==> config.mk <==
export PLATFORM = sky130hd
export DESIGN_NAME = tpsd_outq
export DESIGN_NICKNAME = d
export VERILOG_FILES = /design/src/design/tpsd_pkg.sv /design/src/design/tpsd_outq.sv
export SDC_FILE = /design/constraint.sdc
export NUM_CORES = 1
export LEC_CHECK = 0
export ABC_CLOCK_PERIOD_IN_PS = 3500
export BUFFER_PORTS_ARGS = -buffer_cell sky130_fd_sc_hd__buf_4
export CAP_MARGIN = 10
export CORE_ASPECT_RATIO = 1.5
export CORE_MARGIN = 1.5
export CORE_UTILIZATION = 57
export CTS_CLUSTER_SIZE = 16
export DETAILED_ROUTE_END_ITERATION = 7
export GPL_TIMING_DRIVEN = 0
export PLACE_DENSITY = 0.79
export SYNTH_ARGS = -nofsm -noshare
export SYNTH_HDL_FRONTEND = slang
export SYNTH_SLANG_ARGS = --single-unit
==> constraint.sdc <==
create_clock -name clk_i -period 3.5 [get_ports clk_i]
set_input_delay 0.7 -clock clk_i [delete_from_list [all_inputs] [get_ports clk_i]]
set_output_delay 0.7 -clock clk_i [all_outputs]
set_load 0.005 [all_outputs]
==> src/design/tpsd_pkg.sv <==
// Shared types and constants for the TGA pixel stream decoder.
`timescale 1ns / 1ps

package tpsd_pkg;

  localparam int PALETTE_ENTRIES_DEF = 256;
  localparam int CFG_IDX_W           = 3;
  localparam int CFG_DATA_W          = 16;
  localparam int OUTQ_DEPTH          = 4;

  typedef enum logic [1:0] {
    OP_PIXEL = 2'd0,
    OP_PAL   = 2'd1,
    OP_START = 2'd2
  } op_e;

  typedef enum logic [CFG_IDX_W-1:0] {
    CFG_PIXEL_SIZE  = 3'd0,
    CFG_RLE_MODE    = 3'd1,
    CFG_USE_PALETTE = 3'd2,
    CFG_PAL_LENGTH  = 3'd3,
    CFG_WIDTH       = 3'd4,
    CFG_HEIGHT      = 3'd5,
    CFG_TOP_DOWN    = 3'd6
  } cfg_idx_e;

  localparam logic [1:0] PS_8  = 2'd0;
  localparam logic [1:0] PS_16 = 2'd1;
  localparam logic [1:0] PS_24 = 2'd2;
  localparam logic [1:0] PS_32 = 2'd3;

  localparam logic [6:0] PKT_COUNT_MASK = 7'h7F;
  localparam logic [7:0] ALPHA_OPAQUE   = 8'd255;

  // Decoded pixel as it leaves the output queue.
  typedef struct packed {
    logic [7:0]  red;
    logic [7:0]  green;
    logic [7:0]  blue;
    logic [7:0]  alpha;
    logic [7:0]  run_count;
    logic [15:0] dest_x;
    logic [15:0] dest_y;
    logic        image_done;
  } pix_t;

  // Result request from the decoder; color comes from the palette when use_pal.
  typedef struct packed {
    logic        valid;
    logic        use_pal;
    pix_t        pix;
  } res_t;

endpackage

==> src/design/tpsd_outq.sv <==
// Result stage: merges palette read data, then queues results for the output.
`timescale 1ns / 1ps

module tpsd_outq import tpsd_pkg::*; (
  input  logic        clk_i,
  input  logic        rst_ni,
  input  res_t        res_i,
  input  logic [23:0] pal_rdata_i,
  output logic        room_o,
  output logic        out_valid_o,
  input  logic        out_ready_i,
  output pix_t        out_pix_o
);

  localparam int PW = $clog2(OUTQ_DEPTH);
  localparam int CW = $clog2(OUTQ_DEPTH + 1);

  res_t            p_q;
  logic            p_valid_q;
  pix_t            p_pix;
  pix_t            q_mem [OUTQ_DEPTH];
  logic [PW-1:0]   wptr_q, rptr_q;
  logic [CW-1:0]   cnt_q;
  logic            push, pop;

  always_comb begin
    p_pix = p_q.pix;
    if (p_q.use_pal) begin
      p_pix.red   = pal_rdata_i[23:16];
      p_pix.green = pal_rdata_i[15:8];
      p_pix.blue  = pal_rdata_i[7:0];
    end
  end

  assign push        = p_valid_q;
  assign out_valid_o = (cnt_q != '0);
  assign pop         = out_valid_o && out_ready_i;
  assign out_pix_o   = q_mem[rptr_q];
  assign room_o      = (CW'(32'(cnt_q) + 32'(p_valid_q))) < CW'(OUTQ_DEPTH);

  always_ff @(posedge clk_i) begin
    if (res_i.valid) begin
      p_q <= res_i;
    end
    if (push) begin
      q_mem[wptr_q] <= p_pix;
    end
  end

  always_ff @(posedge clk_i or negedge rst_ni) begin
    if (!rst_ni) begin
      p_valid_q <= 1'b0;
      wptr_q    <= '0;
      rptr_q    <= '0;
      cnt_q     <= '0;
    end else begin
      p_valid_q <= res_i.valid;
      if (push) begin
        wptr_q <= wptr_q + PW'(1);
      end
      if (pop) begin
        rptr_q <= rptr_q + PW'(1);
      end
      if (push && !pop) begin
        cnt_q <= cnt_q + CW'(1);
      end else if (pop && !push) begin
        cnt_q <= cnt_q - CW'(1);
      end
    end
  end

endmodule

Yosys cells after proc, flatten, opt, wreduce, memory -nomap -nowiden
Memories as Yosys holds them, arrays and structs flattened.
Cells that the tools add are included.
{ "op_classes": {"n_eq_ne": 0, "shifts": 0, "n_bitwise": 0, "add_sub_neg": 5, "n_div": 0, "muxes": 5, "multipliers": 0, "n_reduce_logical": 7, "n_lt_le_gt_ge": 1} }
{ "op_table": {"columns": ["cell", "n"], "rows": [
  ["two-way mux 24 bit", 1],
  ["two-way mux 3 bit", 2],
  ["adder 2 x 1 -> 2 bit, second input constant", 2],
  ["adder 3 x 1 -> 3 bit", 1],
  ["adder 3 x 1 -> 3 bit, second input constant", 1],
  ["logical AND 1 bit", 3],
  ["less-than comparator 3 bit, second input constant", 1],
  ["nonzero test 3 bit", 1],
  ["subtractor 3 x 1 -> 3 bit, second input constant", 1],
  ["zero test 1 bit", 2],
  ["two-way mux 1 bit", 2],
  ["nonzero test 2 bit", 1]
]} }
{ "word_totals": {"ff_bits": 82, "in_bits": 102, "memories": 1, "ramBits": 292, "word_cells": 32, "latchBits": 0, "out_inout_bits": 75, "rom_bits": 0} }
{ "memory_table": {"columns": ["memory", "words", "width", "read_ports", "rd_clocked_by_memory_dff", "wr", "line_no", "text"], "rows": [
  ["q_mem", 4, 73, 1, 0, 1, "tpsd_outq.sv:21", "pix_t q_mem [OUTQ_DEPTH];"]
]} }

Depth between registers and ports, before layout
Gate-level depths: netlist of run 1.
{ "logic_depth": {"ltp_word": 5, "ltp_mapped": 8, "mapped_depth_nobuf": 8} }

Least setup slack after synthesis of run 1
OpenSTA, ideal clock, no wires.
{ "synth_path": {"kind": "flip-flop to flip-flop", "from": "register wptr_q[0]", "to": "memory q_mem[0][0] (netlist name), enable pin", "path_slack_ps": 734, "stages_incl_launch_ff": 4, "period_less_slack_ps": 2766, "n_path_buf": 0, "t_arrival_ps": 2327, "setup_ps": 439, "t_required_ps": 3061, "path_cell_list": "dfrtp_1 -> inv_1 -> ha_1 -> and2_1"} }
{ "synth_rtl": {"columns": ["item", "line_no", "text"], "rows": [
  ["start: declaration", "tpsd_outq.sv:22", "logic [PW-1:0] wptr_q, rptr_q;"],
  ["start signal: assignment", "tpsd_outq.sv:59", "wptr_q <= wptr_q + PW'(1);"],
  ["end: declaration", "tpsd_outq.sv:21", null]
]} }
Straight into the memory's write port.

==> flow_summary.json, run 1 <==
{
  "synth_cell_types": 19,
  "portBuffers": 176,
  "slew_viol_final": 0,
  "crit_start": "rptr_q[0]$_DFFE_PN0P_",
  "crit_path_max_fanout": 10,
  "io_pins": 177,
  "clk_pin_slew_worst_paths_ns": 0.07,
  "hold_slack_ns": 0.363,
  "totalWireLength_mm": 24.9,
  "period_needed_ns": 2.77,
  "critPathSlowestCell": "mux4_2",
  "fin_skew_ns": 0.0132,
  "rows": 68,
  "cts_root_buf": "clkbuf_16",
  "clockBufferDepth": 3,
  "vdd_drop_max_mv": 0.500,
  "remaining_drc_errors": 0,
  "antenna_found_initial": 0,
  "reg2reg_slack_ns": 1.33,
  "dp_hpwl_mm": 15.2,
  "antenna_left": 0,
  "fill_cells": 1395,
  "critPathRequiredTime_ns": 2.80,
  "cp_top_family": "buffers and inverters",
  "die_h_um": 191,
  "p_per_area_nw_per_um2": 806,
  "maxCapViolCount": 0,
  "cp-endpoint": "out_pix_o[58]",
  "fmax_mhz": 361,
  "die_x_um": 128,
  "synthesis.nets": 626,
  "worstReg2RegStart": "cnt_q[0]$_DFFE_PN0P_",
  "nNetsFinal": 843,
  "rsz0062_at_grt": "no",
  "final_cell_mix": "366 x edfxtp_1, 178 x buf_4, 73 x mux4_2, 37 x clkbuf_16, 25 x mux2_2",
  "critPathArrivalTime_ns": 2.07,
  "routabilityCongestion": 0.741,
  "crit_buf_inv": 3,
  "syn_area_um2": 13500,
  "syn_inst": 518,
  "grt_pass1_wl_mm": 37.7,
  "reg2reg_depth": 8,
  "core_area_um2": 23100,
  "cts_tree": "yes",
  "grt_overflow_total": 0,
  "grt_pass1_vias": 6789,
  "multi_input_area_um2": 2140,
  "grt_max_degree": 76,
  "final-hold-violation-count": 0,
  "crit_top_cell": "buf_6",
  "status": "finished clean",
  "vias_per_cell": 5.62,
  "fin_crit_sh": 0.791,
  "final_cells": 1073,
  "p_leak_nw": 5.70,
  "regArea_um2": 11200,
  "cp_cell_sequence": "buf_6 -> buf_6 -> mux4_2 -> buf_4",
  "drt-initial-drc-count": 377,
  "start_util": 0.582,
  "end_kind": "output port",
  "max_stage_delay_ns": 0.55,
  "reg2reg_to": "cnt_q[2]$_DFFE_PN0P_",
  "cp-start-kind": "flop",
  "placed_cells": 1013,
  "yosys_register_bits": 374,
  "cts_max_level": 2,
  "worstSetupPathType": "flop to output port",
  "worst_slew_pin_slew_ns": 1.12,
  "syn_avg_cell_area_um2": 26.0,
  "final_common_cell": "edfxtp_1",
  "diodes": 0,
  "setup_violations": 0,
  "area_growth_pct": 22.0,
  "num_vias": 6027,
  "wl_per_cell_um": 23.2,
  "cp.depth": 4,
  "maxSlewHeadroom": 0.253,
  "numCtsBuffers": 34,
  "clk_latency_ns": 0.51,
  "post_cts_buffers": 0,
  "drive_gt1_frac": 0.451,
  "cts_sinks": 374,
  "hp-class": "input port to flop",
  "ys_warn_count": 0,
  "first_pass_iters": 5,
  "seq_area_frac_synth": 0.831,
  "dieArea_um2": 24600,
  "finalCoreUtilization": 0.710,
  "grt.total_usage": 0.209
}
timing repair:
action,in CTS,in global routing
hold buffers,1,0
resized for setup,0,0
setup endpoints to repair,0,0
hold endpoints to repair,8,0
where the power goes:
part | leakage, nW | switching (W) | internal (W)
combinational | 1.66 | 0.00161 | 0.00188
sequential | 3.50 | 0.000237 | 0.00581
clock | 0.540 | 0.00148 | 0.00223
total | 5.70 | 0.00333 | 0.00991
area by class of cell:
class,instances,share of cell area
clock inverter,9,0.00861
inverter,3,0.000686
tap,315,0.0240
sequential,374,0.681
buffer,19,0.00823
clock buffer,50,0.0593
multi-input combinational,122,0.130
timing repair buffer,181,0.0878
layer usage:
layer | share of wire | track usage | wire length (um)
met4 | 0.030 | 0.0752 | 737
met1 | 0.36 | 0.238 | 8850
met2 | 0.56 | 0.386 | 13800
met3 | 0.058 | 0.0453 | 1440
met5 | 0 | 0 | 0
synthesized netlist by cell type, drive strengths merged:
master  instances  share of area
clkbuf          2        0.00056
ha              5         0.0046
nand3           2        0.00074
fa              1         0.0015
dfrtp           8          0.015
edfxtp        366           0.82
buf            17         0.0095
inv             3        0.00084
xnor2           3         0.0020
or3             1        0.00046
and2            4         0.0019
mux2           25          0.021
nand2           2        0.00056
o21ai           1        0.00037
xor2            4         0.0026
nor2            1        0.00028
mux4           73           0.12
worst register-to-register path: stages, from the launching register on:
cell     delay, ns
dfrtp_1       0.44
or3_1         0.44
nand2_1       0.14
ha_1          0.20
inv_1         0.07
fa_1          0.39
xor2_1        0.16
nor2_1        0.11
xor2_1        0.15
worst min-delay path by stage:
stage,cells past startpoint,endpoint,start
after floorplan,0,cnt_q[0]$_DFFE_PN0P_,rst_ni
after detailed placement,0,q_mem[1][11]$_DFFE_PP_,p_pix[11]$_DFFE_PP_
after global routing,1,p_pix[5]$_DFFE_PP_,res_i[5]
after global placement,0,q_mem[2][11]$_DFFE_PP_,p_pix[11]$_DFFE_PP_
after CTS,1,p_pix[5]$_DFFE_PP_,res_i[5]
final,1,p_pix[5]$_DFFE_PP_,res_i[5]
sequential cells by signal, indices dropped and copies added, names as in the netlist:
signal	flops
p_q	25
p_pix	49
rptr_q	2
cnt_q	3
q_mem	292
p_valid_q	1
wptr_q	2
through the flow:
step                TNS [ns]  cell area (um^2)  worst slack, ns  total power, W
floorplan                  0             13500            0.734         0.00800
global placement     -134.68             15200           -0.493         0.00952
detailed placement         0             15300             1.23         0.00969
CTS                        0             16400            0.689          0.0134
global route               0             16400            0.639          0.0138
finish                     0             16400            0.731          0.0132
cells by family (layout without fill, tap and decap cells):
group | after synthesis | count (layout) | share of synthesized area
buffers and inverters | 22 | 262 | 0.0109
adders and majority gates | 6 | 6 | 0.00613
AOI/OAI and AO/OA | 1 | 1 | 0.000371
xor gates and xnor gates | 7 | 7 | 0.00455
muxes | 98 | 98 | 0.143
DFF | 374 | 374 | 0.831
and+or+nand+nor | 10 | 10 | 0.00390
Power figures use the tool's default switching activity.
==> run 2, diff against run 1 <==
ABC_AREA = 1   (was unset)
ABC_CLOCK_PERIOD_IN_PS = 2700   (was 3500)
CORE_UTILIZATION = 58   (was 57)
PLACE_DENSITY = 0.8   (was 0.79)
clock period = 2.7 ns   (was 3.5 ns; I/O delays follow)
==> flow_summary.json, run 2 <==
{
  "syn_area_um2": 14600,
  "diodes": 0,
  "drive_gt1_frac": 0.244,
  "fmax_mhz": 385,
  "grt_pass1_wl_mm": 44.2,
  "setup_violations": 0,
  "p_sw_w": 0.00576,
  "final-hold-violation-count": 0,
  "synth_edf_count": 366,
  "antenna_left": 0,
  "async_flop_share": 0.0214,
  "die_h_um": 197,
  "io_pins": 177,
  "p_int_w": 0.0126,
  "grt.total_usage": 0.224,
  "die_x_um": 133,
  "numCtsBuffers": 34,
  "grt_overflow_total": 0,
  "grt-busiest-layer": "met2",
  "top_register": "q_mem",
  "clk_pin_slew_worst_paths_ns": 0.06,
  "remaining_drc_errors": 0,
  "cts_sinks": 374,
  "core_area_um2": 25000,
  "cts_root_buf": "clkbuf_16",
  "synth_commonest_cells": "366 x edfxtp_1, 239 x nand2_1, 158 x inv_1",
  "holdCritStartpoint": "res_i[67]",
  "max_stage_delay_ns": 0.48,
  "cp-start-kind": "flop",
  "met3_usage": 0.0300,
  "critPathArrivalTime_ns": 2.06,
  "hold_path_end": "p_q[67]$_DFFE_PP_",
  "synth_cell_types": 19,
  "reg2reg_to": "q_mem[3][44]$_DFFE_PP_",
  "end_kind": "output port",
  "p_sw_frac": 0.313,
  "hold_slack_ns": 0.210,
  "met1_usage": 0.265,
  "crit_top_cell": "nand2_1",
  "fill_cells": 1640,
  "p_comb_frac": 0.330,
  "pwr-share-clk": 0.246,
  "crit_buf_inv": 3,
  "vdd_drop_max_mv": 0.731,
  "p_per_area_nw_per_um2": 1050,
  "p_leak_nw": 7.01,
  "critPathRequiredTime_ns": 2.16,
  "final_common_cell": "edfxtp_1",
  "use_met2": 0.415,
  "cp_cell_sequence": "inv_2 -> clkbuf_1 -> nand2_1 -> o211ai_1 -> nand2_1 -> buf_4",
  "ys_warn_count": 0,
  "final_cell_mix": "366 x edfxtp_1, 239 x nand2_1, 185 x buf_4, 154 x inv_1, 146 x o211ai_1",
  "synthesis.nets": 1118,
  "vias_per_cell": 5.29,
  "yosys.area.top_type": "edfxtp_1",
  "status": "finished clean",
  "worst_slack_ns": 0.103,
  "drt-initial-drc-count": 582,
  "cts_tree": "yes",
  "wl_per_cell_um": 18.4,
  "num_vias": 8354,
  "critPathSlowestCell": "clkbuf_1",
  "syn_inst": 1010,
  "synth_area_leaders": "edfxtp_1 75%, o211ai_1 7.5%, nand2_1 6.1%",
  "maxCapViolCount": 0,
  "fin_skew_ns": 0.0188,
  "cts_max_level": 2,
  "area_growth_pct": 19.9,
  "dieArea_um2": 26200,
  "postCtsResizedCells": 0,
  "min_path_cells": 1,
  "grt_pass1_vias": 8419,
  "antenna_found_initial": 1,
  "yosys_register_bits": 374,
  "nNetsFinal": 1335,
  "hp-class": "input port to flop",
  "worstReg2RegStart": "p_valid_q$_DFF_PN0_",
  "totalWireLength_mm": 29.1,
  "pwr-share-seq": 0.425,
  "place_ws_ns": 0.605,
  "portBuffers": 176,
  "period_needed_ns": 2.60,
  "maxSlewHeadroom": 0.272,
  "largest_reg_flops": 292,
  "rows": 71,
  "ctsHoldBuffers": 1,
  "slew_viol_final": 0,
  "rsz0062_at_grt": "no",
  "start_util": 0.585,
  "yosysTopAreaCellShare": 0.752,
  "reg2reg_slack_ns": 0.72,
  "dp_hpwl_mm": 18.0,
  "grt_max_degree": 76,
  "worstSetupPathType": "flop to output port",
  "syn_avg_cell_area_um2": 14.5,
  "reg2reg_depth": 4,
  "seq_area_frac_synth": 0.766,
  "cp_top_family": "buffers and inverters",
  "clockBufferDepth": 3,
  "worst_slew_pin_slew_ns": 1.09,
  "ys.flop_type": "edfxtp_1",
  "crit_path_max_fanout": 10,
  "synth_most_common_cell": "edfxtp_1",
  "first_pass_iters": 7,
  "post_cts_buffers": 0,
  "routabilityCongestion": 0.798,
  "fin_crit_sh": 0.962,
  "clk_latency_ns": 0.51
}
run 2: changes by cell type after synthesis, moves of 3 or more:
cell,before,now
buf_2,9,15
buf_6,6,23
nand2_1,2,239
o211ai_1,0,146
mux4_2,73,0
inv_1,3,158
buf_4,2,9
clkbuf_1,2,5
and2_1,4,0
run 2: routing by layer:
| layer | routed length [um] | up-vias |
|---|---|---|
| li1 | - | 4000 |
| met2 | 15600 | 286 |
| met4 | 939 | 2 |
| met1 | 11000 | 4004 |
| met3 | 1550 | 62 |
| met5 | 13 | - |
run 2: layout make-up:
type	instances	area, um^2	area share
multi-input combinational	425	2410	0.137
tap	328	410	0.0234
buffer	52	420	0.0240
timing repair buffer	181	1430	0.0818
sequential	374	11200	0.638
clock inverter	14	104	0.00593
clock buffer	45	953	0.0544
inverter	159	607	0.0346
run 2: worst max-delay path by stage:
stage / endpoint / slack (ns) / from / cells past startpoint
after global placement: q_mem[0][47]$_DFFE_PP_ / -1.03 / p_valid_q$_DFF_PN0_ / 3
after CTS: out_pix_o[4] / 0.09 / rptr_q[0]$_DFFE_PN0P_ / 6
after floorplan: q_mem[2][0]$_DFFE_PP_ / 0.18 / wptr_q[0]$_DFFE_PN0P_ / 4
after global routing: out_pix_o[10] / 0.01 / rptr_q[0]$_DFFE_PN0P_ / 6
after detailed placement: out_pix_o[4] / 0.60 / rptr_q[0]$_DFFE_PN0P_ / 6
final: out_pix_o[2] / 0.10 / rptr_q[0]$_DFFE_PN0P_ / 6
run 2: kinds of logic (layout without fill, tap and decap cells):
family / after synthesis / count (layout) / share of synthesized area
compound gates: 147 / 147 / 0.0753
xor+xnor: 3 / 3 / 0.00180
fa+ha+maj: 6 / 6 / 0.00565
buf+inv: 211 / 451 / 0.0696
flops: 374 / 374 / 0.766
mux: 24 / 24 / 0.0185
simple gates: 245 / 245 / 0.0634
run 2: metrics by stage:
step                      utilization  setup TNS, ns  total power, W  instances  cell area [um^2]
after global routing            0.702              0          0.0193       1578             17500
final                           0.702              0          0.0184       1578             17500
after CTS                       0.702              0          0.0185       1578             17500
after detailed placement        0.659              0          0.0140       1518             16500
after floorplan                     -              0          0.0112       1010             14600
after global placement          0.655        -292.38          0.0139       1514             16300
run 2: power groups by stage:
| stage | clock (W) | combinational (W) | sequential, W |
|---|---|---|---|
| floorplan | 0 | 0.00326 | 0.00790 |
| detailed placement | 0 | 0.00611 | 0.00793 |
| CTS | 0.00458 | 0.00615 | 0.00781 |
| global placement | 0 | 0.00589 | 0.00799 |
| finish | 0.00452 | 0.00607 | 0.00781 |
| global route | 0.00482 | 0.00663 | 0.00788 |
run 2: worst register-to-register path, stage by stage (launching register included):
cell and delay, ns:
dfrtp_1 0.35, clkbuf_1 0.32, nand2_1 0.16, inv_4 0.49, buf_12 0.32
