$ cat config.mk
export PLATFORM = sky130hd
export DESIGN_NAME = tpsd_decode
export DESIGN_NICKNAME = d
export VERILOG_FILES = /design/src/design/tpsd_pkg.sv /design/src/design/tpsd_decode.sv
export SDC_FILE = /design/constraint.sdc
export NUM_CORES = 1
export LEC_CHECK = 0
export BUFFER_PORTS_ARGS = -buffer_cell sky130_fd_sc_hd__buf_2
export CAP_MARGIN = 10
export CORE_MARGIN = 2
export CORE_UTILIZATION = 57
export DETAILED_ROUTE_END_ITERATION = 16
export PLACE_DENSITY = 0.8
export SYNTH_ARGS = -nofsm -noshare
export SYNTH_HDL_FRONTEND = slang
export SYNTH_SLANG_ARGS = --single-unit
$ cat constraint.sdc
create_clock -name clk_i -period 12.7 [get_ports clk_i]
set_input_delay 0.635 -clock clk_i [delete_from_list [all_inputs] [get_ports clk_i]]
set_output_delay 0.635 -clock clk_i [all_outputs]
set_load 0.02 [all_outputs]
$ cat src/design/tpsd_pkg.sv
// Shared types and constants for the TGA pixel stream decoder.
`timescale 1ns / 1ps

package tpsd_pkg;

  localparam int PALETTE_ENTRIES_DEF = 256;
  localparam int CFG_IDX_W           = 3;
  localparam int CFG_DATA_W          = 16;
  localparam int OUTQ_DEPTH          = 4;

  typedef enum logic [1:0] {
    OP_PIXEL = 2'd0,
    OP_PAL   = 2'd1,
    OP_START = 2'd2
  } op_e;

  typedef enum logic [CFG_IDX_W-1:0] {
    CFG_PIXEL_SIZE  = 3'd0,
    CFG_RLE_MODE    = 3'd1,
    CFG_USE_PALETTE = 3'd2,
    CFG_PAL_LENGTH  = 3'd3,
    CFG_WIDTH       = 3'd4,
    CFG_HEIGHT      = 3'd5,
    CFG_TOP_DOWN    = 3'd6
  } cfg_idx_e;

  localparam logic [1:0] PS_8  = 2'd0;
  localparam logic [1:0] PS_16 = 2'd1;
  localparam logic [1:0] PS_24 = 2'd2;
  localparam logic [1:0] PS_32 = 2'd3;

  localparam logic [6:0] PKT_COUNT_MASK = 7'h7F;
  localparam logic [7:0] ALPHA_OPAQUE   = 8'd255;

  // Decoded pixel as it leaves the output queue.
  typedef struct packed {
    logic [7:0]  red;
    logic [7:0]  green;
    logic [7:0]  blue;
    logic [7:0]  alpha;
    logic [7:0]  run_count;
    logic [15:0] dest_x;
    logic [15:0] dest_y;
    logic        image_done;
  } pix_t;

  // Result request from the decoder; color comes from the palette when use_pal.
  typedef struct packed {
    logic        valid;
    logic        use_pal;
    pix_t        pix;
  } res_t;

endpackage

$ cat src/design/tpsd_decode.sv
// Byte decoder: config registers, packet and pixel assembly, position counters.
`timescale 1ns / 1ps

module tpsd_decode import tpsd_pkg::*; #(
  parameter int PALETTE_ENTRIES = PALETTE_ENTRIES_DEF,
  localparam int PAL_AW = $clog2(PALETTE_ENTRIES)
) (
  input  logic                  clk_i,
  input  logic                  rst_ni,
  input  logic                  cfg_we_i,
  input  logic [CFG_IDX_W-1:0]  cfg_idx_i,
  input  logic [CFG_DATA_W-1:0] cfg_data_i,
  input  logic                  in_valid_i,
  input  logic                  room_i,
  output logic                  in_ready_o,
  input  logic [1:0]            opcode_i,
  input  logic [7:0]            data_byte_i,
  input  logic [7:0]            palette_index_i,
  input  logic [23:0]           palette_color_i,
  output logic                  pal_we_o,
  output logic [PAL_AW-1:0]     pal_waddr_o,
  output logic [23:0]           pal_wdata_o,
  output logic                  pal_re_o,
  output logic [PAL_AW-1:0]     pal_raddr_o,
  output res_t                  res_o
);

  // config
  logic [1:0]  psize_q;
  logic        rle_q;
  logic        use_pal_q;
  logic [8:0]  pal_len_q;
  logic [15:0] width_q;
  logic [15:0] height_q;
  logic        top_down_q;

  // decode state
  logic [23:0] partial_q, partial_d;
  logic [1:0]  bip_q, bip_d;
  logic        await_q, await_d;
  logic        rep_q, rep_d;
  logic [7:0]  ppl_q, ppl_d;
  logic [15:0] col_q, col_d;
  logic [15:0] row_q, row_d;
  logic        fin_q, fin_d;
  logic        busy_q, busy_d;
  logic [16:0] pos_q, pos_d;

  logic        accept;
  op_e         op;
  logic        left_zero;
  logic [15:0] rows_below;
  logic [31:0] left;
  logic [7:0]  px [4];
  logic [15:0] v16;
  logic [7:0]  run;
  logic        done;
  logic [16:0] pos;
  logic [16:0] pos1;
  logic        pal_ok;

  assign in_ready_o = !busy_q && room_i;
  assign accept     = in_valid_i && in_ready_o;
  assign op         = op_e'(opcode_i);

  always_ff @(posedge clk_i or negedge rst_ni) begin
    if (!rst_ni) begin
      psize_q    <= PS_32;
      rle_q      <= 1'b0;
      use_pal_q  <= 1'b0;
      pal_len_q  <= '0;
      width_q    <= 16'd1;
      height_q   <= 16'd1;
      top_down_q <= 1'b0;
    end else if (cfg_we_i) begin
      unique case (cfg_idx_i)
        CFG_PIXEL_SIZE:  psize_q    <= cfg_data_i[1:0];
        CFG_RLE_MODE:    rle_q      <= cfg_data_i[0];
        CFG_USE_PALETTE: use_pal_q  <= cfg_data_i[0];
        CFG_PAL_LENGTH:  pal_len_q  <= cfg_data_i[8:0];
        CFG_WIDTH:       width_q    <= cfg_data_i;
        CFG_HEIGHT:      height_q   <= cfg_data_i;
        CFG_TOP_DOWN:    top_down_q <= cfg_data_i[0];
        default: ;
      endcase
    end
  end

  assign left_zero  = (width_q == '0) || (height_q == '0) ||
                      (row_q >= height_q) || (col_q >= width_q);
  assign rows_below = height_q - 16'd1 - row_q;
  assign left       = 32'(rows_below) * 32'(width_q) + 32'(width_q - col_q);

  always_comb begin
    px[0] = partial_q[7:0];
    px[1] = partial_q[15:8];
    px[2] = partial_q[23:16];
    px[3] = 8'd0;
    px[bip_q] = data_byte_i;
  end
  assign v16 = {px[1], px[0]};

  always_comb begin
    partial_d = partial_q;
    bip_d     = bip_q;
    await_d   = await_q;
    rep_d     = rep_q;
    ppl_d     = ppl_q;
    col_d     = col_q;
    row_d     = row_q;
    fin_d     = fin_q;
    busy_d    = busy_q;
    pos_d     = pos_q;
    pal_we_o    = 1'b0;
    pal_waddr_o = palette_index_i[PAL_AW-1:0];
    pal_wdata_o = palette_color_i;
    pal_re_o    = 1'b0;
    pal_raddr_o = px[0][PAL_AW-1:0];
    pal_ok      = ({1'b0, px[0]} < pal_len_q) &&
                  ({1'b0, px[0]} < 9'(PALETTE_ENTRIES));
    res_o       = '0;
    run         = 8'd1;
    done        = 1'b0;
    pos         = '0;
    pos1        = '0;

    if (busy_q) begin
      if (pos_q < 17'(width_q)) begin
        col_d  = pos_q[15:0];
        busy_d = 1'b0;
      end else begin
        pos_d = pos_q - 17'(width_q);
        row_d = row_q + 16'd1;
      end
    end else if (accept) begin
      unique case (op)
        OP_PAL: begin
          pal_we_o = ({1'b0, palette_index_i} < 9'(PALETTE_ENTRIES));
        end
        OP_START: begin
          partial_d = '0;
          bip_d     = '0;
          await_d   = 1'b1;
          rep_d     = 1'b0;
          ppl_d     = '0;
          col_d     = '0;
          row_d     = '0;
          fin_d     = 1'b0;
        end
        OP_PIXEL: begin
          if (!fin_q) begin
            if (left_zero) begin
              fin_d = 1'b1;
            end else if (rle_q && await_q) begin
              await_d = 1'b0;
              rep_d   = data_byte_i[7];
              ppl_d   = {1'b0, data_byte_i[6:0] & PKT_COUNT_MASK} + 8'd1;
            end else if (bip_q < psize_q) begin
              case (bip_q)
                2'd0:    partial_d[7:0]   = data_byte_i;
                2'd1:    partial_d[15:8]  = data_byte_i;
                default: partial_d[23:16] = data_byte_i;
              endcase
              bip_d = bip_q + 2'd1;
            end else begin
              partial_d = '0;
              bip_d     = '0;
              res_o.valid = 1'b1;
              res_o.pix.alpha = ALPHA_OPAQUE;
              case (psize_q)
                PS_8: begin
                  if (use_pal_q) begin
                    res_o.use_pal = pal_ok;
                    pal_re_o      = pal_ok;
                  end else begin
                    res_o.pix.red   = px[0];
                    res_o.pix.green = px[0];
                    res_o.pix.blue  = px[0];
                  end
                end
                PS_16: begin
                  res_o.pix.alpha = v16[15] ? ALPHA_OPAQUE : 8'd0;
                  res_o.pix.red   = {v16[14:10], 3'b000};
                  res_o.pix.green = {v16[9:5], 3'b000};
                  res_o.pix.blue  = {v16[4:0], 3'b000};
                end
                PS_24: begin
                  res_o.pix.blue  = px[0];
                  res_o.pix.green = px[1];
                  res_o.pix.red   = px[2];
                end
                default: begin
                  res_o.pix.blue  = px[0];
                  res_o.pix.green = px[1];
                  res_o.pix.red   = px[2];
                  res_o.pix.alpha = px[3];
                end
              endcase

              if (rle_q) begin
                if (rep_q) begin
                  run     = (ppl_q != '0) ? ppl_q : 8'd1;
                  ppl_d   = '0;
                  await_d = 1'b1;
                end else begin
                  if (ppl_q > 8'd1) begin
                    ppl_d = ppl_q - 8'd1;
                  end else begin
                    ppl_d   = '0;
                    await_d = 1'b1;
                  end
                end
              end
              if (32'(run) > left) begin
                run = left[7:0];
              end
              done = (32'(run) == left);

              res_o.pix.run_count  = run;
              res_o.pix.dest_x     = col_q;
              res_o.pix.dest_y     = top_down_q ? row_q : rows_below;
              res_o.pix.image_done = done;

              if (done) begin
                fin_d = 1'b1;
                col_d = '0;
                row_d = '0;
              end else begin
                pos  = 17'(col_q) + 17'(run);
                pos1 = pos - 17'(width_q);
                if (pos < 17'(width_q)) begin
                  col_d = pos[15:0];
                end else begin
                  row_d = row_q + 16'd1;
                  if (pos1 < 17'(width_q)) begin
                    col_d = pos1[15:0];
                  end else begin
                    busy_d = 1'b1;
                    pos_d  = pos1;
                  end
                end
              end
            end
          end
        end
        default: ;
      endcase
    end
  end

  always_ff @(posedge clk_i or negedge rst_ni) begin
    if (!rst_ni) begin
      partial_q <= '0;
      bip_q     <= '0;
      await_q   <= 1'b1;
      rep_q     <= 1'b0;
      ppl_q     <= '0;
      col_q     <= '0;
      row_q     <= '0;
      fin_q     <= 1'b0;
      busy_q    <= 1'b0;
      pos_q     <= '0;
    end else begin
      partial_q <= partial_d;
      bip_q     <= bip_d;
      await_q   <= await_d;
      rep_q     <= rep_d;
      ppl_q     <= ppl_d;
      col_q     <= col_d;
      row_q     <= row_d;
      fin_q     <= fin_d;
      busy_q    <= busy_d;
      pos_q     <= pos_d;
    end
  end

endmodule

### Yosys cells after proc, flatten, opt, wreduce, memory -nomap -nowiden

Cells that the tools add are included.

* memory bits (read-only): 0
* word-level logic and storage cells: 247
* memories: 0
* RAM bits: 0
* latch bits: 0
* output and inout bits: 118
* register bits after elaboration: 133
* bits of input ports: 66

* muxes and demuxes: 127
* equal/unequal tests: 37
* reductions and logical operators: 39
* divide/modulo/power cells: 0
* add/sub/neg operators: 11
* $lt $le $gt $ge: 11
* bitwise gates (word level): 2
* shift-type cells: 0
* multipliers: 1

Operators with widths (number)
* $mux 75: 7
* $mux 16: 20
* $mux 8: 30
* $mux 17: 11
* $mux 24: 5
* $pmux 24 s2: 2
* $pmux 16 s2: 2
* $lt 17x16->1: 3
* $mux 1: 38
* $sub 17x16->17: 2
* $add 32x32->32: 1
* $bwmux 32: 1
* $eq 8x32->1: 1
* $ge 16x16->1: 2
* $gt 8x32->1: 1
* $logic_not 16->1: 2
* $mul 16x16->32: 1
* $pmux 8 s2: 2
* $reduce_and 7->1: 4
* $reduce_and 8->1: 3
* $ne 2x2->1 const B: 11
* $ne 3x3->1 const B: 7
* $add 16x8->17: 1
* $sub 16x16->17: 1
* 39 further kinds: 70

### Logic depth before layout (Yosys ltp)

Gate-level depths: netlist (run 1).

* depth in word-level cells: 33
* depth in mapped cells: 65
* mapped depth without buffers: 61

### Least setup slack after synthesis (run 1)

No wires, ideal clock.

* kind: register -> register
* from: register row_q[0]
* to: register col_q[1]
* arrival time: 13905 ps
* path slack: -1324 ps
* data required time: 12581 ps
* library setup time: 119 ps
* cell stages (with the launch flop): 64
* period minus slack after synthesis: 14024 ps
* path buffers: 5
* cell sequence: dfrtp_1 -> inv_1 -> ha_1 -> fa_1 -> a21o_1 -> a21oi_1 -> o21bai_1 -> a21oi_1 -> o21bai_1 -> a311o_1 -> a31o_2 -> a21oi_1 -> xnor2_1 -> clkbuf_1 -> nand2_1 -> fa_1 -> fa_1 -> fa_1 -> [... 28 more ...] -> a21o_1 -> a21oi_1 -> o21ai_0 -> a21oi_1 -> xnor2_1 -> ha_1 -> nand2_1 -> nor2_1 -> a211oi_1 -> nand2_1 -> a31oi_1 -> o21bai_1 -> or3_1 -> clkbuf_1 -> clkbuf_1 -> o22ai_1 -> o221ai_1 -> o21a_1

* cells in the longest elaborated chain, start to end: 24
* elaborated cells on any way between the ends: 33
* classes of those cells: 4 x add/sub; 1 x mul; 4 x order compare; 3 x eq/ne; 18 x mux; 3 x reduce/logical

RTL lines
* from (decl): RTL line tpsd_decode.sv:44 `logic [15:0] row_q, row_d;`
* from (signal assigned): RTL line tpsd_decode.sv:270 `row_q <= row_d;`
* $sub 16x16->16: RTL line tpsd_decode.sv:91 `assign rows_below = height_q - 16'd1 - row_q;`
* $mul 16x16->32: RTL line tpsd_decode.sv:92 `assign left = 32'(rows_below) * 32'(width_q) + 32'(width_q - col_q);`
* $add 32x32->32: RTL line tpsd_decode.sv:92
* $gt 8x32->1: RTL line tpsd_decode.sv:214 `if (32'(run) > left) begin`
* $mux 8: RTL line tpsd_decode.sv:214
* $mux 8: RTL line tpsd_decode.sv:158 `end else if (bip_q < psize_q) begin`
* $mux 8: RTL line tpsd_decode.sv:154 `end else if (rle_q && await_q) begin`
* $mux 8: RTL line tpsd_decode.sv:152 `if (left_zero) begin`
* [... 8 more ...]
* $mux 16: RTL line tpsd_decode.sv:224 `if (done) begin`
* $mux 16: RTL line tpsd_decode.sv:158
* $mux 16: RTL line tpsd_decode.sv:154
* $mux 16: RTL line tpsd_decode.sv:152
* $mux 16: RTL line tpsd_decode.sv:151 `if (!fin_q) begin`
* $pmux 16 s2: RTL line tpsd_decode.sv:136 `unique case (op)`
* $mux 16: RTL line tpsd_decode.sv:135 `end else if (accept) begin`
* $mux 16: RTL line tpsd_decode.sv:127 `if (busy_q) begin`
* to (signal assigned): RTL line tpsd_decode.sv:269 `col_q <= col_d;`
* to (decl): RTL line tpsd_decode.sv:43 `logic [15:0] col_q, col_d;`

Several ways; a longest one is shown, not always the timed one. The select of a mux whose other input is x is not followed.
A chain may end at the register's enable or synchronous reset.

### Final worst setup path (run 1)

* from: register row_q[0]
* to: register col_q[13]

Same word-level chain as after synthesis.

==> reports/results.tsv, run 1 <==
stage	metric	value	unit
status	status	finished, violations left	
status	failing_checks	setup timing	
yosys	yosysWarnings	0	
cells_and_area	layout_commonest_cell	sky130_fd_sc_hd__inv_1	
setup_path	ff2ff_path_depth	61	
yosys	synth.yosys.seq_area_share	0.150	
floorplan	placeableCoreArea	38600	sq um
placement	final_hpwl_from_detailed_placement	55.3	mm
yosys	fraction_of_synthesis_flops_using_an_asynchronous_set_or_reset_pin	1.00	
grt	first_global_vias	21700	
setup_path	setup.worst_path.end_class	flip-flop	
sta	final.setup.worst_slack	-921	ps
routing	vias	21000	
routing	wl_per_cell	20.2	um
setup_path	cp_data_required_time	12980	ps
clock_tree	cts-root-buf	sky130_fd_sc_hd__clkbuf_16	
grt	grt-ovfl-total	0	
routing	drc	0	
sta	final_period_minus_worst_setup_slack	13620	ps
yosys	post_synth_edffs	0	
clock_tree	clock_latency	450	ps
yosys	syn-instance-count	2598	
cells_and_area	finalCoreUtilization	0.706	
cells_and_area	commonest_cells_after_routing_fill_and_taps_aside	sky130_fd_sc_hd__inv_1 (394), sky130_fd_sc_hd__buf_4 (348), sky130_fd_sc_hd__nand2_1 (238)	
floorplan	floorplan.die_area	40600	sq um
routing	avgViaCountPerCell	6.01	
clock_tree	max-clock-path-buffers	2	
yosys	mappedNetlistArea	22200	sq um
sta	final-setup-viol-count	47	
floorplan	chipHeight	201	um
floorplan	top_level_ports	184	
placement	port_buffers	119	
yosys	ys.flop_type	sky130_fd_sc_hd__dfrtp_1	
clock_tree	clock_tree_from_tritoncts	yes	
setup_path	startpoint_type	flip-flop	
cells_and_area	drive_gt1_frac	0.255	
grt	pin_count_of_the_biggest_net_entering_global_routing	77	
setup_path	cp_common_cell	sky130_fd_sc_hd__fa_1	
setup_path	timing.reg2reg.setup_slack	-920	ps
routing	postRouteAntennaNets	0	
grt	number_of_antenna_violations_at_the_first_check_in_global_routing	3	
sta	rsz_0062_raised_after_global_routing	yes	
grt	globalRouteTotalUtil	0.344	
clock_tree	ctsHtreeMaxLevel	4	
hold_path	min-delay-path-class	input port to asynchronous set/reset pin	
sta	period_share	1.07	
placement	post-place-cells	3431	
cells_and_area	num-fill-cells	2986	
sta	maxClockFrequency	73.4	MHz
grt	grt_first_pass_wirelength	111	mm
yosys	syn_avg_cell_area	8.55	sq um
floorplan	fp.dieW	201	um
yosys	synth.distinct_cells	85	
setup_path	cp_max_fo	8	
sta	final.setup.tns	-30350	ps
clock_tree	cts.sinks	133	
sta	timing.final.hold_violations	0	
clock_tree	clk_pin_slew_worst_paths	60	ps
run	max_cap_violations	0	
setup_path	reg2reg_from	row_q[0]	
yosys	synthesis.nets	3123	
sta	slew-limit-headroom	0.119	
routing	wirelength	70.9	mm
routing	drt_pre_antenna_iters	6	
yosys	yosys_register_bits	133	
setup_path	worstPathArrival	13900	ps
setup_path	critical_setup_path_class	flip-flop to flip-flop	
cells_and_area	final_cells	3501	
clock_tree	cts_made_buffers	17	
placement	globalplace.congestion	0.982	
setup_path	crit-reg2reg-capture	col_q[13]	
sta	final_count_of_pins_violating_max_slew	0	
sta	tightest_slew	1310	ps
setup_path	critical_path.slowest_cell	sky130_fd_sc_hd__or4_4	
setup_path	crit_path_max_incr_delay	600	ps
clock_tree	ctsHoldBuffers	0	
routing	drt-initial-drc-count	1697	
sta	finClkSkew	11.4	ps
cells_and_area	design.final.nets	3493	
cells_and_area	area.growth.synth_to_final	22.6	%
floorplan	initial_utilization	0.576	
floorplan	rows	72	
registers in the layout, summed over array words and instances (netlist names):
register / flops
top_down_q: 1
rep_q: 1
col_q: 16
use_pal_q: 1
await_q: 1
pos_q: 17
busy_q: 1
rle_q: 1
psize_q: 2
bip_q: 2
width_q: 16
fin_q: 1
height_q: 16
partial_q: 24
row_q: 16
ppl_q: 8
pal_len_q: 9
through the flow:
stage	instance area [sq um]	hold slack, ps	setup WS (ps)
2_1_floorplan	22400	339	-380
3_3_place_gp	25500	485	-878
3_5_place_dp	25500	493	-1200
4_1_cts	26600	262	-750
5_1_grt	27200	295	-1420
6_report	27200	208	-921
routing by layer:
layer  GRT usage  up-vias  wire length [um]
li1            -     9397                 -
met1       0.418    10200             27100
met2       0.594     1110             34600
met3      0.0517      298              5340
met4       0.174        2              3820
met5           0        -                10
Yosys cell counts, drive strengths merged (12+ instances only):
cell	instances	area (sq um)
buf	45	312
o21ai	106	546
a211oi	13	97.6
o22ai	21	131
nand2	243	912
o31ai	13	97.6
o21a	25	189
nand4	17	106
and2	172	1080
mux2i	30	300
fa	230	4600
nor4	19	119
o21bai	18	135
nor2b	18	113
clkbuf	94	354
a21oi	133	666
nor3	34	170
and3	24	150
dfrtp	128	3200
xor2	30	263
or3	12	75.1
nand3	36	180
nand2b	14	87.6
a21o	36	270
a31oi	14	87.6
inv	397	1490
nor2	131	492
mux2	102	1150
ha	229	2870
xnor2	60	526
worst max-delay path by stage:
stage                        start   endpoint  depth (start not counted)
after global placement    row_q[0]   pos_q[3]                         59
final                     row_q[0]  col_q[13]                         61
after global routing      row_q[0]  col_q[13]                         61
after floorplan           row_q[0]   col_q[1]                         62
after detailed placement  row_q[0]   pos_q[5]                         58
after CTS                 row_q[0]   col_q[1]                         62
critical path, delay by kind of cell (launching register included):
kind                     cells  cell delay [ps]
AO/OA/AOI/OAI               25             4730
XOR/XNOR                     3              450
adder cells (fa/ha/maj)     13             4770
buffers and inverters        9              970
flip-flops                   1              370
multiplexers                 1              330
AND/OR/NAND/NOR             10             1830
area by class of cell:
type,count,area [sq um],share of cell area
multi-input cells,1932,17600,0.645
diodes,2,5.00,0.000184
clock buffers,21,470,0.0173
inverters,397,1490,0.0547
clock inverters,11,198,0.00726
well taps,518,648,0.0238
flip-flops and latches,133,3340,0.123
repair buffers,487,3520,0.129
repair_timing:
item                                    4_1_cts  5_1_grt
buffers inserted                             11       19
pin swaps                                    12       34
endpoints found under the setup margin       50       50
resized for setup                            57       85
gates cloned                                  3        2
logic make-up (layout without fill, tap and decap cells):
| group | count (synthesis) | count (layout) | share of synthesized area |
|---|---|---|---|
| and+or+nand+nor | 753 | 753 | 0.168 |
| buffers and inverters | 536 | 916 | 0.0971 |
| DFF | 133 | 133 | 0.150 |
| muxes | 132 | 132 | 0.0652 |
| xor gates and xnor gates | 90 | 90 | 0.0355 |
| AOI/OAI and AO/OA | 495 | 498 | 0.148 |
| adders and majority gates | 459 | 459 | 0.336 |
| other | 0 | 2 | 0 |
Power of run 1 is left out: the tool's default activity adds up to more than one toggle a clock period on the data nets, which glitch-free logic cannot reach.
==> run 2: changes to the inputs <==
--- a/config.mk
+++ b/config.mk
@@ -9,3 +9,2 @@
 export CAP_MARGIN = 10
-export CORE_MARGIN = 2
 export CORE_UTILIZATION = 57
==> constraint.sdc (replaced) <==
create_clock -name clk_i -period 12.7 [get_ports clk_i]
set_input_delay 1.27 -clock clk_i [delete_from_list [all_inputs] [get_ports clk_i]]
set_output_delay 1.27 -clock clk_i [all_outputs]
set_load 0.02 [all_outputs]
==> run 2 against run 1 <==
Against the previous run:
- the run still ends with setup timing left
- maximum frequency increased by 0.69%
- utilization is 0.11 points higher
- global-route usage up 1.7 points
- sequential share of layout area increased by 0.15 points
- flip-flop and latch count stayed put
- clock skew down 3.1 ps
- critical path depth fell by 1
- final area decreased by 1.2%
- routed wire length decreased by 1.2%
- first-iteration DRC count is 2.1% higher
- critical endpoint is now col_q[6]
- largest cell class unchanged
- highest routed layer is now met4
==> reports/results.tsv, run 2 (synthesis gave the netlist of run 1 again) <==
stage	metric	value	unit	change
floorplan	rows	71		-1.4%
setup_path	critical_setup_path_class	flip-flop to flip-flop		
sta	finClkSkew	8.32	ps	-3.06 ps
setup_path	cp_max_fo	7		-1
grt	number_of_antenna_violations_at_the_first_check_in_global_routing	2		-1
sta	slew-limit-headroom	0.247		+0.128
cells_and_area	commonest_cells_after_routing_fill_and_taps_aside	sky130_fd_sc_hd__inv_1 (393), sky130_fd_sc_hd__buf_4 (329), sky130_fd_sc_hd__nand2_1 (238)		
routing	wirelength	70.0	mm	-1.2%
setup_path	setup.worst_path.end_class	flip-flop		
setup_path	cp_data_required_time	13020	ps	+40 ps
cells_and_area	finalCoreUtilization	0.707		+0.00106
grt	grt_first_pass_wirelength	111	mm	-0.71%
grt	grt-ovfl-total	0		unchanged
sta	final.setup.worst_slack	-827	ps	+93.7 ps
sta	timing.final.hold_violations	0		unchanged
setup_path	crit_path_max_incr_delay	610	ps	about the same
floorplan	chipHeight	199	um	-0.99%
grt	pin_count_of_the_biggest_net_entering_global_routing	69		-10%
routing	avgViaCountPerCell	5.96		-0.74%
cells_and_area	final_area	26900	sq um	-1.2%
clock_tree	max-clock-path-buffers	2		unchanged
sta	rsz_0062_raised_after_global_routing	yes		
floorplan	fp.dieW	199	um	-0.99%
cells_and_area	reg.largest.list	partial_q x24, pos_q x17		
clock_tree	cts.sinks	133		unchanged
floorplan	placeableCoreArea	38000	sq um	-1.4%
grt	use_met2	0.614		+0.0200
routing	wl_per_cell	20.2	um	-0.30%
cells_and_area	area.growth.synth_to_final	21.0	%	
hold_path	min-delay-path-class	flip-flop to flip-flop		
cells_and_area	diodes	0		-2
setup_path	cp_common_cell	sky130_fd_sc_hd__fa_1		
grt	globalRouteTotalUtil	0.360		+0.0166
sta	final.setup.tns	-26830	ps	+3520 ps
sta	final-setup-viol-count	42		-11%
run	max_cap_violations	0		unchanged
setup_path	startpoint_type	flip-flop		
sta	period_share	1.07		-0.00738
sta	final_count_of_pins_violating_max_slew	0		unchanged
grt	first_global_vias	21400		-1.5%
routing	drt-initial-drc-count	1732		+2.1%
setup_path	worstPathArrival	13850	ps	-50 ps
clock_tree	clk_pin_slew_worst_paths	60	ps	about the same
cells_and_area	registers.top_by_ff_count	partial_q		
placement	port_buffers	119		unchanged
routing	postRouteAntennaNets	0		unchanged
sta	tightest_slew	1120	ps	-191 ps
placement	final_hpwl_from_detailed_placement	55.6	mm	+0.68%
cells_and_area	drive_gt1_frac	0.250		-0.00554
status	status	finished, violations left		
floorplan	floorplan.die_area	39800	sq um	-2.0%
setup_path	critical_path.slowest_cell	sky130_fd_sc_hd__or4_4		
floorplan	initial_utilization	0.584		+0.00811
clock_tree	cts-root-buf	sky130_fd_sc_hd__clkbuf_16		
grt	grt_util_met3	0.0516		about the same
clock_tree	clock_tree_from_tritoncts	yes		
clock_tree	ctsHtreeMaxLevel	4		unchanged
routing	vias	20700		-1.6%
grt	grt_most_used_layer	met2		
clock_tree	ctsHoldBuffers	0		unchanged
clock_tree	cts_made_buffers	17		unchanged
floorplan	top_level_ports	184		unchanged
cells_and_area	largest_register_ff_count	24		unchanged
routing	drc	0		unchanged
placement	globalplace.congestion	0.971		-1.1%
status	failing_checks	setup timing		
clock_tree	clock_latency	440	ps	about the same
sta	final_period_minus_worst_setup_slack	13530	ps	-93.7 ps
cells_and_area	design.final.nets	3472		-0.60%
cells_and_area	layout_commonest_cell	sky130_fd_sc_hd__inv_1		
placement	placedInstanceArea	25300	sq um	-0.75%
routing	drt_pre_antenna_iters	5		-1
sta	maxClockFrequency	73.9	MHz	+0.69%
grt	grt_util_met1	0.438		+0.0198
## run 2: cell type report
| class | instances | area [sq um] |
|---|---|---|
| Clock inverter | 13 | 135 |
| Tap cell | 511 | 639 |
| Clock buffer | 18 | 429 |
| Inverter | 397 | 1490 |
| Multi-Input combinational cell | 1931 | 17500 |
| Fill cell | 2950 | 11100 |
| Sequential cell | 133 | 3340 |
| Timing Repair Buffer | 467 | 3330 |
## run 2: path summary, 6_finish.rpt
check                        startpoint             to  slack (ps)  cells past startpoint
max in group asynchronous        rst_ni    height_q[1]       10390                      2
min reg2reg                partial_q[4]   partial_q[4]         500                      1
min                        partial_q[4]   partial_q[4]         500                      1
max                            row_q[0]       col_q[6]        -830                     60
max reg2reg                    row_q[0]       col_q[6]        -830                     60
min in group asynchronous        rst_ni  partial_q[20]         830                      1
## run 2: critical path, delay by kind of cell (launching register included)
kind | cells | cell delay, ps
simple gates | 14 | 2930
compound gates | 21 | 3870
mux | 1 | 320
xor+xnor | 3 | 460
fa+ha+maj | 13 | 4690
flops | 1 | 350
buf+inv | 8 | 740
## run 2: through the flow
| stage | hold WS, ps | instances | worst slack (ps) |
|---|---|---|---|
| after global placement | 486 | 3403 | -1280 |
| after CTS | 507 | 3456 | -830 |
| after detailed placement | 492 | 3403 | -1410 |
| after floorplan | 477 | 2598 | -380 |
| final | 503 | 3470 | -827 |
| after global routing | 510 | 3470 | -1420 |
## run 2: layer usage
metal	vias to the layer above	part of all wire
met1	10100	0.40
met5	-	0
met4	0	0.054
met2	986	0.48
met3	242	0.070
li1	9345	-
## run 2: what timing repair did
action | CTS | global route
pin swaps | 23 | 34
hold endpoints to repair | 0 | 0
buffers inserted | 21 | 13
resized for setup | 78 | 59
gates cloned | 3 | 1
endpoints found under the setup margin | 50 | 50
Power of run 2 is left out for the same reason.
